`src/rtl/plane_set_box_classifier_macros.svh`:
```
// Assertion macros shared by the plane set box classifier RTL.
`ifndef PLANE_SET_BOX_CLASSIFIER_MACROS_SVH
`define PLANE_SET_BOX_CLASSIFIER_MACROS_SVH

// Same-cycle implication, disabled during reset.
`define PSBC_ASSERT_IMPLY(label, clk, rst, ante, cons) \
  label: assert property (@(posedge clk) disable iff (rst) (ante) |-> (cons)) \
    else $error("psbc: same-cycle check failed");

// Next-cycle implication, disabled during reset.
`define PSBC_ASSERT_NEXT(label, clk, rst, ante, cons) \
  label: assert property (@(posedge clk) disable iff (rst) (ante) |=> (cons)) \
    else $error("psbc: next-cycle check failed");

`endif

```
`src/rtl/psbc_pkg.sv`:
```
// Types, constants and helpers shared by the plane set box classifier.
package psbc_pkg;

  localparam int PLANE_W    = 64;
  localparam int NORM_W     = 16;
  localparam int Q14_SHIFT  = 14;
  localparam int COUNT_W    = 3;
  localparam int CFG_ADDR_W = 3;
  localparam int OUT_W      = 8;
  localparam int USER_W     = 2;

  localparam logic [CFG_ADDR_W-1:0] CFG_IDX_COUNT = 3'd0;

  localparam logic CMD_POINT = 1'b0;
  localparam logic CMD_BOX   = 1'b1;

  typedef logic [PLANE_W-1:0] plane_t;

  typedef enum logic [1:0] {
    VERDICT_IN   = 2'd0,
    VERDICT_OUT  = 2'd1,
    VERDICT_PART = 2'd2
  } verdict_t;

  // Running result of an item as it moves down the cell row.
  typedef struct packed {
    logic invalid;
    logic outside;
    logic part;
  } cull_flags_t;

  function automatic verdict_t flags_to_verdict(cull_flags_t f);
    verdict_t v;
    if (f.invalid) begin
      v = VERDICT_PART;
    end else if (f.outside) begin
      v = VERDICT_OUT;
    end else if (f.part) begin
      v = VERDICT_PART;
    end else begin
      v = VERDICT_IN;
    end
    return v;
  endfunction

endpackage

```
`src/rtl/psbc_cfg.sv`:
```
// Plane count and plane registers of the classifier.
module psbc_cfg #(
  parameter int MAX_PLANES = 6
) (
  input  logic                                          clk,
  input  logic                                          rst,
  input  logic                                          cfg_we,
  input  logic [psbc_pkg::CFG_ADDR_W-1:0]               cfg_addr,
  input  logic [psbc_pkg::PLANE_W-1:0]                  cfg_data,
  output logic [MAX_PLANES-1:0][psbc_pkg::PLANE_W-1:0]  planes,
  output logic [psbc_pkg::COUNT_W-1:0]                  active_count
);
  import psbc_pkg::*;

  logic [COUNT_W-1:0] plane_count;

  always_ff @(posedge clk) begin
    if (rst) begin
      plane_count <= '0;
      planes      <= '0;
    end else if (cfg_we) begin
      if (cfg_addr == CFG_IDX_COUNT) begin
        plane_count <= cfg_data[COUNT_W-1:0];
      end
      for (int k = 0; k < MAX_PLANES; k++) begin
        if (cfg_addr == CFG_ADDR_W'(k + 1)) begin
          planes[k] <= cfg_data;
        end
      end
    end
  end

  // Clamp the count to the planes that exist.
  assign active_count = (plane_count > COUNT_W'(MAX_PLANES)) ? COUNT_W'(MAX_PLANES)
                                                            : plane_count;

endmodule

```
`config.mk`:
```
export PLATFORM = sky130hd
export DESIGN_NAME = psbc_cfg
export DESIGN_NICKNAME = d
export VERILOG_FILES = /design/src/rtl/plane_set_box_classifier_macros.svh /design/src/rtl/psbc_pkg.sv /design/src/rtl/psbc_cfg.sv
export SDC_FILE = /design/constraint.sdc
export NUM_CORES = 1
export LEC_CHECK = 0
export BUFFER_PORTS_ARGS = -buffer_cell sky130_fd_sc_hd__buf_2
export CAP_MARGIN = 20
export CORE_MARGIN = 3
export CORE_UTILIZATION = 45
export DETAILED_ROUTE_END_ITERATION = 12
export GPL_TIMING_DRIVEN = 1
export PLACE_DENSITY = 0.77
export SYNTH_ARGS = -nofsm -noshare
export SYNTH_HDL_FRONTEND = slang
export SYNTH_SLANG_ARGS = --single-unit
```
`constraint.sdc`:
```
create_clock -name clk -period 1.28 [get_ports clk]
set_clock_uncertainty 0.05 [all_clocks]
set_input_delay 0.256 -clock clk [delete_from_list [all_inputs] [get_ports clk]]
set_output_delay 0.256 -clock clk [all_outputs]
set_load 0.03 [all_outputs]
```
==> flow_summary.toml <==
[outcome]
status = "complete, but fails checks"
violations = "setup timing"

[grt]
track_usage_pct = 28.76
grt.overflow.total = 0
antenna_found_initial = 3
grt_start_max_net_pins = 39
grt_pass1_vias = 13650
grt_first_pass_wirelength_um = 80960

[floorplan]
core-area_mm2 = 0.03278
die_w_um = 189.0
dieHeight_um = 189.0
rows = 66
die-area_mm2 = 0.03573
start_util_pct = 45.99
io_pins = 457

[logic_synthesis]
ys_seq_elements = 387
synth_compound_area_share_pct = 0.04980
synth_top_cell_by_area = "dfxtp_1"
avgSynthCellArea_um2 = 11.34
synthSimpleGateAreaFrac_pct = 19.35
ys_warn_count = 0
synth_fp_nets = 1400
ys_seq_area_share_pct = 51.39
synth_area_mm2 = 0.01508
synthAdderAreaFrac_pct = 0
synth.area.top_cells = "dfxtp_1 (51%), mux2i_1 (26%), nand2b_1 (19%), buf_4 (1.6%), clkbuf_1 (1.2%)"
synth.distinct_cells = 12
synth_xor_area_share_pct = 0
synth_top_family_by_area = "multiplexers"
muxShareOfSynthArea_pct = 25.70
yosysTopAreaCellShare_pct = 51.39
netlist_instances = 1330

[timing]
period_share_pct = 118.8
tightestPinTransition_ns = 0.4712
max_slew_margin_pct = 67.69
rsz0062_at_grt = "yes"
finalCriticalPeriod_ns = 1.520
drv_slew = 0
setup_viol = 374
finalHoldViolCount = 0
max_freq_mhz = 657.8
postLayoutSetupSlackWorst_ns = -0.2403

[power_and_ir_drop]
vdd.ir_drop.worst_mv = 0.8756
p_int_mw = 21.14
p_seq_share_pct = 44.7
clockPowerShare_pct = 43.9
power_frac_comb_pct = 11.4
p_sw_mw = 6.991
p_per_area_mw_per_mm2 = 1123
power.total_mw = 28.13
netSwitchingFraction_pct = 24.85
power.leakage_nw = 12.74

[routing]
drtPass1Iterations = 5
num_vias = 13540
routed_wl_um = 60340
viasPerCell = 5.208
drt-initial-drc-count = 739
drc = 0
drtAntennaViolNets = 0
detail_route.wl_per_cell_um = 23.22

[placed_design]
place_ws_ns = -0.1461
io_buffers = 456
dp.cells = 2257
gp_congestion = 0.8148
placed_area_mm2 = 0.01871
dp_hpwl_um = 32020

[clock_network]
cts_root_buf = "clkbuf_16"
cts_tree = "done"
clock_sinks = 387
cts_buffers = 41
worstSkewPairLatency_ns = 0.53
cts.htree.levels = 2
cts_buffer_depth = 3
cts_hold_buf = 0
clkSlewWorstSetupHoldPaths_ns = 0.06

[hold_path]
holdCritPathClass = "in2reg"

[worst_setup_path]
startpoint_type = "register"
criticalPathCategory = "reg2out"
worstPathArrival_ns = 1.21
crit_fanout = 2
required_ns = 0.97
crit_path_end_kind = "output port"

[final_layout]
fin_cells = 2599
fin_nets = 2194
layout_commonest_cell = "nand2b_1"
final_cell_mix = "nand2b_1 (451), mux2i_1 (387), buf_6 (386)"
final_area_mm2 = 0.02505
area_growth_pct = 66.16
drive_gt1_share_pct = 60.60

[job]
max_cap_violations = 0
layout make-up:
| cell class | count | area [um2] |
|---|---|---|
| multi-input cells | 848 | 6847 |
| fillers | 1707 | 7734 |
| repair buffers | 846 | 8019 |
| well taps | 442 | 553.0 |
| flip-flops and latches | 387 | 8239 |
| diodes | 2 | 5.005 |
| clock inverters | 12 | 120.1 |
| clock buffers | 62 | 1267 |
per-stage QoR:
stage | hold WS [ns] | setup TNS (ns) | util, %
global route | 0.06472 | -20.14 | 76.40
global placement | 0.4037 | -13.23 | 57.06
detailed placement | 0.4074 | -25.69 | 57.06
finish | 0.06158 | -9.259 | 76.41
floorplan | 0.3986 | 0 | -
CTS | 0.04878 | -12.72 | 72.59
Yosys cell counts:
cell / instances
dfxtp_1: 387
mux2i_1: 387
nand4b_1: 3
and4bb_1: 2
buf_2: 10
clkbuf_1: 47
nand2b_1: 451
a21boi_0: 1
or4b_1: 1
nand4bb_1: 3
buf_6: 5
buf_4: 33
critical path, cell delays in order, from the launching register on:
cell and delay [ns]:
dfxtp_2 0.34, a21boi_4 0.19, buf_6 0.16
path summary, 6_finish.rpt:
kind                   from               to  slack, ns  cells past startpoint
min             cfg_data[1]      planes[129]       0.06                      3
max          plane_count[0]  active_count[0]      -0.24                      2
max reg2reg     planes[340]      planes[340]       0.12                      3
min reg2reg     planes[120]      planes[120]       0.42                      2
registers in the layout, indices dropped and copies added, names as in the netlist:
register / flops
planes: 384
plane_count: 3
repair_timing:
item	in CTS	in global routing
gates cloned	0	0
gates resized for setup	1166	4
endpoints found under the setup margin	387	387
setup buffers	102	164
cells by family after synthesis:
logic type	count (synthesis)
and+or+nand+nor	460
muxes	387
DFF	387
buffers and inverters	95
AOI/OAI and AO/OA	1
power by group through the flow:
| stage | logic, mW | registers (mW) | clock network (mW) |
|---|---|---|---|
| final | 3.21 | 12.6 | 12.3 |
| after global routing | 3.32 | 12.6 | 12.9 |
| after CTS | 2.92 | 12.6 | 12.2 |
| after detailed placement | 2.50 | 12.7 | 0 |
| after global placement | 2.46 | 12.7 | 0 |
| after floorplan | 0.958 | 13.2 | 0 |
per-layer routing:
layer  vias up  share of wire (%)  track usage (%)
met2       706                 51            52.16
met5         -              0.036                0
met4         4                6.3            14.01
met3       233                8.5            8.350
li1       5975                  -                -
met1      6618                 35            30.48
(Power assumes the default switching activity.)
